`src/hw/rtl/owm_pkg.sv`:
```
// ----------------------------------------------------------------------------
// owm_pkg: shared definitions for the bus master
// Register map, phase and status codes, opcodes and the register bundle.
// ----------------------------------------------------------------------------
package owm_pkg;

    // Register file geometry
    localparam int REG_W          = 10;
    localparam int NUM_REGS       = 8;
    localparam int REG_IDX_W      = 3;
    localparam int PADDR_W        = REG_IDX_W + 2;
    localparam int PDATA_W        = 32;
    localparam int COUNT_BITS_DEF = 10;

    // Register indexes
    localparam logic [REG_IDX_W-1:0] REG_RESET_HOLD   = 3'd0;
    localparam logic [REG_IDX_W-1:0] REG_EARLY_LOW    = 3'd1;
    localparam logic [REG_IDX_W-1:0] REG_PRES_WAIT    = 3'd2;
    localparam logic [REG_IDX_W-1:0] REG_PRES_RELEASE = 3'd3;
    localparam logic [REG_IDX_W-1:0] REG_SLOT_HOLD    = 3'd4;
    localparam logic [REG_IDX_W-1:0] REG_READ_SAMPLE  = 3'd5;
    localparam logic [REG_IDX_W-1:0] REG_READ_RECOV   = 3'd6;
    localparam logic [REG_IDX_W-1:0] REG_WRITE_SLOT   = 3'd7;

    // Reset values, in register index order
    localparam logic [REG_W-1:0] REG_DEFAULTS [NUM_REGS] = '{
        10'd550, 10'd10, 10'd60, 10'd300, 10'd1, 10'd10, 10'd45, 10'd60
    };

    // Opcodes
    localparam logic [1:0] OP_NONE  = 2'd0;
    localparam logic [1:0] OP_RESET = 2'd1;
    localparam logic [1:0] OP_READ  = 2'd2;
    localparam logic [1:0] OP_WRITE = 2'd3;

    // Phase codes
    localparam int PH_W = 4;
    localparam logic [PH_W-1:0] PH_IDLE      = 4'd0;
    localparam logic [PH_W-1:0] PH_R_HOLD    = 4'd1;
    localparam logic [PH_W-1:0] PH_R_EARLY   = 4'd2;
    localparam logic [PH_W-1:0] PH_R_PRES    = 4'd3;
    localparam logic [PH_W-1:0] PH_R_REL     = 4'd4;
    localparam logic [PH_W-1:0] PH_RD_HOLD   = 4'd5;
    localparam logic [PH_W-1:0] PH_RD_SAMPLE = 4'd6;
    localparam logic [PH_W-1:0] PH_RD_REC    = 4'd7;
    localparam logic [PH_W-1:0] PH_WR_HOLD   = 4'd8;
    localparam logic [PH_W-1:0] PH_WR_SLOT   = 4'd9;

    // Status codes
    localparam int ST_W = 3;
    localparam logic [ST_W-1:0] ST_PRESENCE     = 3'd0;
    localparam logic [ST_W-1:0] ST_NO_PRESENCE  = 3'd1;
    localparam logic [ST_W-1:0] ST_STUCK_HIGH   = 3'd2;
    localparam logic [ST_W-1:0] ST_EARLY_LOW    = 3'd3;
    localparam logic [ST_W-1:0] ST_NOT_RELEASED = 3'd4;
    localparam logic [ST_W-1:0] ST_SLOT_OK      = 3'd5;

    // Timing registers as seen by the sequencer
    typedef struct packed {
        logic [REG_W-1:0] reset_hold;
        logic [REG_W-1:0] early_low;
        logic [REG_W-1:0] pres_wait;
        logic [REG_W-1:0] pres_release;
        logic [REG_W-1:0] slot_hold;
        logic [REG_W-1:0] read_sample;
        logic [REG_W-1:0] read_recov;
        logic [REG_W-1:0] write_slot;
    } owm_cfg_t;

endpackage

```
`src/hw/rtl/owm_if.sv`:
```
// ----------------------------------------------------------------------------
// owm_tick_if / owm_res_if: tick and result channels
// Valid/ready channels carrying one bus tick in and one result out.
// ----------------------------------------------------------------------------
interface owm_tick_if;
    logic       valid;
    logic       ready;
    logic [1:0] opcode;
    logic       write_value;
    logic       line_level;

    modport source (output valid, output opcode, output write_value, output line_level,
                    input ready);
    modport sink   (input valid, input opcode, input write_value, input line_level,
                    output ready);
endinterface

interface owm_res_if;
    logic       valid;
    logic       ready;
    logic       drive_low;
    logic       busy_res;
    logic       done_res;
    logic [2:0] status;
    logic       read_bit;

    modport source (output valid, output drive_low, output busy_res, output done_res,
                    output status, output read_bit, input ready);
    modport sink   (input valid, input drive_low, input busy_res, input done_res,
                    input status, input read_bit, output ready);
endinterface

```
`src/hw/rtl/owm_regs.sv`:
```
// ----------------------------------------------------------------------------
// owm_regs: APB register file
// Eight 10-bit timing registers, written and read over APB, zero wait.
// ----------------------------------------------------------------------------
module owm_regs
    import owm_pkg::*;
(
    input  logic               clk,
    input  logic               rst_n,
    input  logic               psel,
    input  logic               penable,
    input  logic               pwrite,
    input  logic [PADDR_W-1:0] paddr,
    input  logic [PDATA_W-1:0] pwdata,
    output logic [PDATA_W-1:0] prdata,
    output logic               pready,
    output owm_cfg_t           cfg
);

    logic [REG_W-1:0]     regs_reg [NUM_REGS];
    logic [REG_IDX_W-1:0] idx;
    logic                 wr_en;

    assign idx    = paddr[PADDR_W-1:2];
    assign wr_en  = psel & penable & pwrite;
    assign pready = 1'b1;
    assign prdata = PDATA_W'(regs_reg[idx]);

    // Register writes
    always_ff @(posedge clk or negedge rst_n)
    begin
        if (!rst_n)
        begin
            for (int i = 0; i < NUM_REGS; i++)
            begin
                regs_reg[i] <= REG_DEFAULTS[i];
            end
        end
        else if (wr_en)
        begin
            regs_reg[idx] <= pwdata[REG_W-1:0];
        end
    end

    // Bundle for the sequencer
    assign cfg.reset_hold   = regs_reg[REG_RESET_HOLD];
    assign cfg.early_low    = regs_reg[REG_EARLY_LOW];
    assign cfg.pres_wait    = regs_reg[REG_PRES_WAIT];
    assign cfg.pres_release = regs_reg[REG_PRES_RELEASE];
    assign cfg.slot_hold    = regs_reg[REG_SLOT_HOLD];
    assign cfg.read_sample  = regs_reg[REG_READ_SAMPLE];
    assign cfg.read_recov   = regs_reg[REG_READ_RECOV];
    assign cfg.write_slot   = regs_reg[REG_WRITE_SLOT];

endmodule

```
`src/hw/rtl/owm_core.sv`:
```
// ----------------------------------------------------------------------------
// owm_core: tick sequencer
// Input register, one pass of phase logic, result register.
// ----------------------------------------------------------------------------
module owm_core
    import owm_pkg::*;
#(
    parameter int COUNT_BITS = COUNT_BITS_DEF
)
(
    input  logic     clk,
    input  logic     rst_n,
    input  owm_cfg_t cfg,
    owm_tick_if.sink tick,
    owm_res_if.source result
);

    localparam int LW = (COUNT_BITS > REG_W) ? COUNT_BITS : REG_W;
    localparam logic [LW-1:0] CNT_MAX = LW'((64'd1 << COUNT_BITS) - 64'd1);

    // Register value clipped to the counter range
    function automatic logic [COUNT_BITS-1:0] lim_f(input logic [REG_W-1:0] r);
        logic [LW-1:0] rx;
        logic [LW-1:0] rs;
        rx = LW'(r);
        rs = (rx > CNT_MAX) ? CNT_MAX : rx;
        return rs[COUNT_BITS-1:0];
    endfunction

    // Input stage
    logic       in_vld_reg;
    logic [1:0] op_reg;
    logic       wv_reg;
    logic       lv_reg;

    // Sequencer state
    logic [PH_W-1:0]       phase_reg, phase_next;
    logic [COUNT_BITS-1:0] tick_reg, tick_next;
    logic                  bit_reg, bit_next;
    logic                  send_reg, send_next;

    // Result stage
    logic            out_vld_reg;
    logic            drive_reg, drive_next;
    logic            busy_reg, busy_next;
    logic            done_reg, done_next;
    logic [ST_W-1:0] st_reg, st_next;
    logic            rbit_reg;

    logic            fire;
    logic            in_take;
    logic [COUNT_BITS-1:0] lim_rh, lim_el, lim_pw, lim_pr, lim_sh, lim_rs, lim_rr, lim_ws;
    logic [COUNT_BITS-1:0] tick_inc;

    assign lim_rh = lim_f(cfg.reset_hold);
    assign lim_el = lim_f(cfg.early_low);
    assign lim_pw = lim_f(cfg.pres_wait);
    assign lim_pr = lim_f(cfg.pres_release);
    assign lim_sh = lim_f(cfg.slot_hold);
    assign lim_rs = lim_f(cfg.read_sample);
    assign lim_rr = lim_f(cfg.read_recov);
    assign lim_ws = lim_f(cfg.write_slot);
    assign tick_inc = tick_reg + 1'b1;

    // Handshakes: stage 1 moves on when the result slot is free or draining
    assign fire        = in_vld_reg & (~out_vld_reg | result.ready);
    assign in_take     = tick.valid & tick.ready;
    assign tick.ready  = ~in_vld_reg | fire;

    // Input register
    always_ff @(posedge clk or negedge rst_n)
    begin
        if (!rst_n)
        begin
            in_vld_reg <= 1'b0;
        end
        else if (tick.ready)
        begin
            in_vld_reg <= tick.valid;
        end
    end

    always_ff @(posedge clk)
    begin
        if (in_take)
        begin
            op_reg <= tick.opcode;
            wv_reg <= tick.write_value;
            lv_reg <= tick.line_level;
        end
    end

    // Phase logic for one tick
    always_comb
    begin
        phase_next = phase_reg;
        tick_next  = tick_reg;
        bit_next   = bit_reg;
        send_next  = send_reg;
        drive_next = 1'b0;
        busy_next  = 1'b1;
        done_next  = 1'b0;
        st_next    = ST_PRESENCE;

        case (phase_reg)
            PH_R_HOLD:
            begin
                if (lv_reg)
                begin
                    phase_next = PH_IDLE;
                    tick_next  = '0;
                    busy_next  = 1'b0;
                    done_next  = 1'b1;
                    st_next    = ST_STUCK_HIGH;
                end
                else if (tick_reg >= lim_rh)
                begin
                    phase_next = PH_R_EARLY;
                    tick_next  = '0;
                end
                else
                begin
                    tick_next  = tick_inc;
                    drive_next = 1'b1;
                end
            end
            PH_R_EARLY:
            begin
                if (!lv_reg)
                begin
                    phase_next = PH_IDLE;
                    tick_next  = '0;
                    busy_next  = 1'b0;
                    done_next  = 1'b1;
                    st_next    = ST_EARLY_LOW;
                end
                else if (tick_reg >= lim_el)
                begin
                    phase_next = PH_R_PRES;
                    tick_next  = '0;
                end
                else
                begin
                    tick_next = tick_inc;
                end
            end
            PH_R_PRES:
            begin
                if (!lv_reg)
                begin
                    phase_next = PH_R_REL;
                    tick_next  = '0;
                end
                else if (tick_reg >= lim_pw)
                begin
                    phase_next = PH_IDLE;
                    tick_next  = '0;
                    busy_next  = 1'b0;
                    done_next  = 1'b1;
                    st_next    = ST_NO_PRESENCE;
                end
                else
                begin
                    tick_next = tick_inc;
                end
            end
            PH_R_REL:
            begin
                if (lv_reg || tick_reg >= lim_pr)
                begin
                    phase_next = PH_IDLE;
                    tick_next  = '0;
                    busy_next  = 1'b0;
                    done_next  = 1'b1;
                    st_next    = lv_reg ? ST_PRESENCE : ST_NOT_RELEASED;
                end
                else
                begin
                    tick_next = tick_inc;
                end
            end
            PH_RD_HOLD, PH_WR_HOLD:
            begin
                if (lv_reg)
                begin
                    phase_next = PH_IDLE;
                    tick_next  = '0;
                    busy_next  = 1'b0;
                    done_next  = 1'b1;
                    st_next    = ST_STUCK_HIGH;
                end
                else if (tick_reg >= lim_sh)
                begin
                    tick_next = '0;
                    if (phase_reg == PH_RD_HOLD)
                    begin
                        phase_next = PH_RD_SAMPLE;
                    end
                    else if (lim_ws == '0)
                    begin
                        phase_next = PH_IDLE;
                        busy_next  = 1'b0;
                        done_next  = 1'b1;
                        st_next    = ST_SLOT_OK;
                    end
                    else
                    begin
                        phase_next = PH_WR_SLOT;
                        drive_next = ~send_reg;
                    end
                end
                else
                begin
                    tick_next  = tick_inc;
                    drive_next = 1'b1;
                end
            end
            PH_RD_SAMPLE:
            begin
                if (lv_reg || tick_reg >= lim_rs)
                begin
                    bit_next  = lv_reg;
                    tick_next = '0;
                    if (lim_rr == '0)
                    begin
                        phase_next = PH_IDLE;
                        busy_next  = 1'b0;
                        done_next  = 1'b1;
                        st_next    = ST_SLOT_OK;
                    end
                    else
                    begin
                        phase_next = PH_RD_REC;
                    end
                end
                else
                begin
                    tick_next = tick_inc;
                end
            end
            PH_RD_REC, PH_WR_SLOT:
            begin
                tick_next = tick_inc;
                if (tick_inc >= ((phase_reg == PH_RD_REC) ? lim_rr : lim_ws))
                begin
                    phase_next = PH_IDLE;
                    tick_next  = '0;
                    busy_next  = 1'b0;
                    done_next  = 1'b1;
                    st_next    = ST_SLOT_OK;
                end
                else if (phase_reg == PH_WR_SLOT)
                begin
                    drive_next = ~send_reg;
                end
            end
            default:
            begin
                // Idle, and any unused code falls back to idle
                phase_next = PH_IDLE;
                tick_next  = '0;
                busy_next  = 1'b0;
                case (op_reg)
                    OP_RESET: phase_next = PH_R_HOLD;
                    OP_READ:  phase_next = PH_RD_HOLD;
                    OP_WRITE:
                    begin
                        phase_next = PH_WR_HOLD;
                        send_next  = wv_reg;
                    end
                    default:  phase_next = PH_IDLE;
                endcase
                if (op_reg != OP_NONE)
                begin
                    drive_next = 1'b1;
                    busy_next  = 1'b1;
                end
            end
        endcase
    end

    // Sequencer state, advanced once per tick
    always_ff @(posedge clk or negedge rst_n)
    begin
        if (!rst_n)
        begin
            phase_reg <= PH_IDLE;
            tick_reg  <= '0;
            bit_reg   <= 1'b0;
            send_reg  <= 1'b0;
        end
        else if (fire)
        begin
            phase_reg <= phase_next;
            tick_reg  <= tick_next;
            bit_reg   <= bit_next;
            send_reg  <= send_next;
        end
    end

    // Result register
    always_ff @(posedge clk or negedge rst_n)
    begin
        if (!rst_n)
        begin
            out_vld_reg <= 1'b0;
        end
        else if (fire)
        begin
            out_vld_reg <= 1'b1;
        end
        else if (result.ready)
        begin
            out_vld_reg <= 1'b0;
        end
    end

    always_ff @(posedge clk)
    begin
        if (fire)
        begin
            drive_reg <= drive_next;
            busy_reg  <= busy_next;
            done_reg  <= done_next;
            st_reg    <= st_next;
            rbit_reg  <= bit_next;
        end
    end

    assign result.valid     = out_vld_reg;
    assign result.drive_low = drive_reg;
    assign result.busy_res  = busy_reg;
    assign result.done_res  = done_reg;
    assign result.status    = st_reg;
    assign result.read_bit  = rbit_reg;

endmodule

```
`src/hw/rtl/one_wire_master_slots.sv`:
```
// ----------------------------------------------------------------------------
// one_wire_master_slots: tick-driven single-wire bus master
// Runs reset/presence, read slot and write slot sequences one tick per beat.
// ----------------------------------------------------------------------------
// Channel   Dir   Handshake      Beat contents
// tick      in    valid/ready    opcode, write_value, line_level
// result    out   valid/ready    drive_low, busy_res, done_res, status, read_bit
// apb       in    psel/penable   eight 10-bit timing registers at 4*i
//
// One beat in gives one beat out. A tick beat is registered, decoded against
// the phase state in one pass and lands in the result register, so a new tick
// is taken every cycle while the result is not stalled; the result is valid once
// the beat has moved from the input register into the result register.
// A stalled result holds the result register and the input register fills
// behind it. Reset clears both stages and the phase state and loads the timing registers with their defaults.
// ----------------------------------------------------------------------------
module one_wire_master_slots
    import owm_pkg::*;
#(
    parameter int COUNT_BITS = COUNT_BITS_DEF
)
(
    input  logic               clk,
    input  logic               rst_n,
    owm_tick_if.sink           tick,
    owm_res_if.source          result,
    input  logic               psel,
    input  logic               penable,
    input  logic               pwrite,
    input  logic [PADDR_W-1:0] paddr,
    input  logic [PDATA_W-1:0] pwdata,
    output logic [PDATA_W-1:0] prdata,
    output logic               pready
);

    owm_cfg_t cfg;

    owm_regs u_regs (
        .clk     (clk),
        .rst_n   (rst_n),
        .psel    (psel),
        .penable (penable),
        .pwrite  (pwrite),
        .paddr   (paddr),
        .pwdata  (pwdata),
        .prdata  (prdata),
        .pready  (pready),
        .cfg     (cfg)
    );

    owm_core #(
        .COUNT_BITS (COUNT_BITS)
    ) u_core (
        .clk    (clk),
        .rst_n  (rst_n),
        .cfg    (cfg),
        .tick   (tick),
        .result (result)
    );

endmodule
```
`src/flat_wrapper.sv`:
```
// flat-port wrapper written by rule: the top's interface ports become plain ports
module one_wire_master_slots_flat import owm_pkg::*;
#(
    parameter int COUNT_BITS = COUNT_BITS_DEF
)
  (clk, rst_n, psel, penable, pwrite, paddr, pwdata, prdata, pready, tick_valid, tick_opcode, tick_write_value, tick_line_level, tick_ready, result_valid, result_drive_low, result_busy_res, result_done_res, result_status, result_read_bit, result_ready);
  owm_tick_if tick_i ();
  owm_res_if result_i ();
  input  logic clk;
  input  logic rst_n;
  input  logic psel;
  input  logic penable;
  input  logic pwrite;
  input  logic [PADDR_W-1:0] paddr;
  input  logic [PDATA_W-1:0] pwdata;
  output logic [PDATA_W-1:0] prdata;
  output logic pready;
  input wire logic [$bits(tick_i.valid)-1:0] tick_valid;
  input wire logic [$bits(tick_i.opcode)-1:0] tick_opcode;
  input wire logic [$bits(tick_i.write_value)-1:0] tick_write_value;
  input wire logic [$bits(tick_i.line_level)-1:0] tick_line_level;
  output wire logic [$bits(tick_i.ready)-1:0] tick_ready;
  output wire logic [$bits(result_i.valid)-1:0] result_valid;
  output wire logic [$bits(result_i.drive_low)-1:0] result_drive_low;
  output wire logic [$bits(result_i.busy_res)-1:0] result_busy_res;
  output wire logic [$bits(result_i.done_res)-1:0] result_done_res;
  output wire logic [$bits(result_i.status)-1:0] result_status;
  output wire logic [$bits(result_i.read_bit)-1:0] result_read_bit;
  input wire logic [$bits(result_i.ready)-1:0] result_ready;
  assign tick_i.valid = tick_valid;
  assign tick_i.opcode = tick_opcode;
  assign tick_i.write_value = tick_write_value;
  assign tick_i.line_level = tick_line_level;
  assign tick_ready = tick_i.ready;
  assign result_valid = result_i.valid;
  assign result_drive_low = result_i.drive_low;
  assign result_busy_res = result_i.busy_res;
  assign result_done_res = result_i.done_res;
  assign result_status = result_i.status;
  assign result_read_bit = result_i.read_bit;
  assign result_i.ready = result_ready;
  one_wire_master_slots #(.COUNT_BITS(COUNT_BITS)) u_core (.clk(clk), .rst_n(rst_n), .tick(tick_i), .result(result_i), .psel(psel), .penable(penable), .pwrite(pwrite), .paddr(paddr), .pwdata(pwdata), .prdata(prdata), .pready(pready));
endmodule
```
`config.mk`:
```
export PLATFORM = sky130hd
export DESIGN_NAME = one_wire_master_slots_flat
export DESIGN_NICKNAME = d
export VERILOG_FILES = /design/src/hw/rtl/owm_pkg.sv /design/src/hw/rtl/owm_if.sv /design/src/hw/rtl/owm_regs.sv /design/src/hw/rtl/owm_core.sv /design/src/hw/rtl/one_wire_master_slots.sv /design/src/flat_wrapper.sv
export SDC_FILE = /design/constraint.sdc
export NUM_CORES = 1
export LEC_CHECK = 0
export BUFFER_PORTS_ARGS = -buffer_cell sky130_fd_sc_hd__buf_4
export CAP_MARGIN = 25
export CORE_UTILIZATION = 39
export DETAILED_ROUTE_END_ITERATION = 8
export GPL_ROUTABILITY_DRIVEN = 0
export PLACE_DENSITY_LB_ADDON = 0.05
export SYNTH_ARGS = -nofsm -noshare
export SYNTH_HDL_FRONTEND = slang
export SYNTH_SLANG_ARGS = --single-unit
export TNS_END_PERCENT = 100
```
`constraint.sdc`:
```
create_clock -name clk -period 3.19 [get_ports clk]
set_input_delay 0.638 -clock clk [delete_from_list [all_inputs] [get_ports clk]]
set_output_delay 0.638 -clock clk [all_outputs]
set_load 0.05 [all_outputs]
```
==> flow_summary.json <==
{
  "final_antenna_net_count": 0,
  "synth_xor_area_frac": 0.00949,
  "syn_area_um2": 7380,
  "p_leak_nw": 4.07,
  "layout_commonest_cell": "buf_4",
  "yosysWarnings": 0,
  "cts_tree": "done",
  "timing.rr.end": "u_core.u_core.phase_reg[2]",
  "holdWs_ns": 0.252,
  "ctsHoldBuffers": 0,
  "clk_latency_ns": 0.37,
  "start_util": 0.404,
  "grt_pass1_wl_mm": 32.6,
  "area_growth_pct": 16.4,
  "endpoint_kind": "flop",
  "synth_top_family_by_area": "multiplexers",
  "post-place-ws_ns": -0.0470,
  "fin_crit_sh": 0.966,
  "drc_errors": 0,
  "numPortBuffers": 42,
  "synth_mux_area_frac": 0.148,
  "grt_max_degree": 58,
  "diodes": 0,
  "synth-compound-area-share": 0.130,
  "pwr_density_cell_nw_per_um2": 626,
  "status": "complete, no violations",
  "ios": 90,
  "timing.rr.start": "u_core.u_core.tick_reg[0]",
  "htreeDepth": 3,
  "cts.sinks": 109,
  "wl_per_cell_um": 19.6,
  "syn_inst": 741,
  "hold_class": "in -> async",
  "largest_register_ffs": 80,
  "synth.distinct_cells": 69,
  "ys_seq_elements": 109,
  "cp_max_fo": 6,
  "period_needed_ns": 3.08,
  "antenna_found_initial": 0,
  "skew_ns": 0.0110,
  "reg2reg_depth": 14,
  "critPathArrivalTime_ns": 3.34,
  "fp.dieW_um": 140,
  "groute.usage.overall": 0.223,
  "finalMaxSlewViolations": 0,
  "timing.fmax_mhz": 324,
  "drtIter0Drc": 325,
  "num_vias": 5706,
  "syn_avg_cell_area_um2": 9.96,
  "synth_fa_ha_area_frac": 0.125,
  "rows": 49,
  "drive_above_1_share": 0.287,
  "ys.flop_type": "dfrtp_1",
  "grt_setup_unrepaired": "no",
  "max-vdd-ir-drop_v": 0.000350,
  "regToRegSetupSlack_ns": 0.11,
  "die_h_um": 140,
  "synth-seq-area-share": 0.381,
  "critPathKind": "reg -> reg",
  "startpoint_type": "flop",
  "final_cell_mix": "buf_4, nand2_1, ha_1",
  "synth_enable_flop_cells": 11,
  "hpwl_mm": 15.9,
  "drv_cap": 0,
  "wirelength_mm": 20.6,
  "dp.cells": 1030,
  "synthArstFlopShare": 0.899,
  "worst_ep_required_time_ns": 3.44,
  "layout_setup_ws_ns": 0.107,
  "stdcell_count": 1049,
  "cts-buffers-inserted": 9,
  "fin_nets": 937,
  "coreArea_um2": 18300,
  "overflow": 0,
  "cts_buffer_depth": 2,
  "grt_pass1_vias": 5652,
  "setup_viol_count_final": 0,
  "root_buffer": "clkbuf_16",
  "firstDrtPassIters": 5,
  "dieArea_um2": 19500,
  "worst_pin_slew_ns": 0.708,
  "slew_headroom": 0.516,
  "synth_simple_gate_area_share": 0.130,
  "clk_pin_slew_ns": 0.07,
  "routed_via_density": 5.44,
  "final_hold_viol_count": 0
}
==> area by class of cell <==
type | count | area (um2)
clock buffer | 10 | 229
clock inverter | 6 | 47.5
fill | 1748 | 9680
inverter | 64 | 243
multi-input combinational | 536 | 4230
sequential | 109 | 2820
tap | 229 | 287
timing repair buffer | 95 | 738
==> cell usage after synthesis, drive strengths merged (10+ instances only) <==
library cell / instances / area (um2)
mux2: 56 / 642
edfxtp: 11 / 330
dfrtp: 73 / 1830
nand2: 84 / 315
o21ai: 65 / 325
buf: 29 / 221
ha: 74 / 926
nor2: 34 / 128
a21oi: 26 / 130
nand2b: 17 / 114
mux4: 12 / 270
nand4: 10 / 62.6
dfstp: 25 / 657
mux2i: 18 / 180
inv: 64 / 243
clkbuf: 24 / 93.8
o31ai: 10 / 88.8
nand3: 14 / 70.1
==> worst max path at each step <==
stage	cells after the start	slack [ns]	start	to
floorplan	13	0.01	u_core.u_core.tick_reg[1]	u_core.u_core.phase_reg[0]
CTS	13	0.02	u_core.u_core.phase_reg[3]	u_core.u_core.result.status[0]
detailed placement	15	-0.05	u_core.u_core.tick_reg[0]	u_core.u_core.phase_reg[2]
finish	14	0.11	u_core.u_core.tick_reg[0]	u_core.u_core.phase_reg[2]
global placement	15	-0.03	u_core.u_core.tick_reg[0]	u_core.u_core.phase_reg[2]
global route	14	0.02	u_core.u_core.tick_reg[0]	u_core.u_core.phase_reg[2]
==> cell families (layout without fill, tap and decap cells) <==
logic type | after synthesis | after routing
buf+inv | 117 | 175
xor+xnor | 8 | 8
other cells | 2 | 23
compound gates | 149 | 149
flops | 109 | 109
fa+ha+maj | 74 | 74
mux | 86 | 86
simple gates | 196 | 196
==> power breakdown <==
group	internal [W]	leakage [nW]	switching [W]
Sequential	0.00176	1.27	0.000220
Combinational	0.000961	2.67	0.00135
Clock	0.000539	0.134	0.000551
Total	0.00327	4.07	0.00212
==> critical path, cell delays in order (launching register included) <==
cell and delay [ns]:
dfrtp_1 0.41, buf_4 0.14, buf_4 0.11, inv_1 0.05, buf_4 0.16, ha_1 0.27
nand2b_1 0.10, a21oi_1 0.14, o21ai_1 0.38, a21o_1 0.19, o41ai_2 0.06, buf_4 0.19
nor4_4 0.28, buf_4 0.20, mux2_4 0.29
==> routing by layer <==
layer  up-vias  wire [um]  track usage
met5         -          0            0
met3        32        894       0.0361
met1      2787       9570        0.303
met4         0        536       0.0781
li1       2739          -            -
met2       148       9550        0.358
==> what timing repair did <==
item	in CTS	in global routing
pin swaps	4	8
setup endpoints to repair	8	17
buffers inserted	2	2
gates cloned	0	0
gates resized for setup	4	20
==> metrics by stage <==
| stage | setup TNS, ns | power (W) | instance area (um2) | utilization |
|---|---|---|---|---|
| 2_1_floorplan | 0 | 0.00351 | 7490 | - |
| 3_3_place_gp | -0.157 | 0.00420 | 8170 | 0.447 |
| 3_5_place_dp | -0.211 | 0.00424 | 8170 | 0.447 |
| 4_1_cts | 0 | 0.00538 | 8480 | 0.464 |
| 5_1_grt | 0 | 0.00574 | 8590 | 0.470 |
| 6_report | 0 | 0.00538 | 8590 | 0.470 |
No activity file was read; power rests on OpenSTA's default activity.
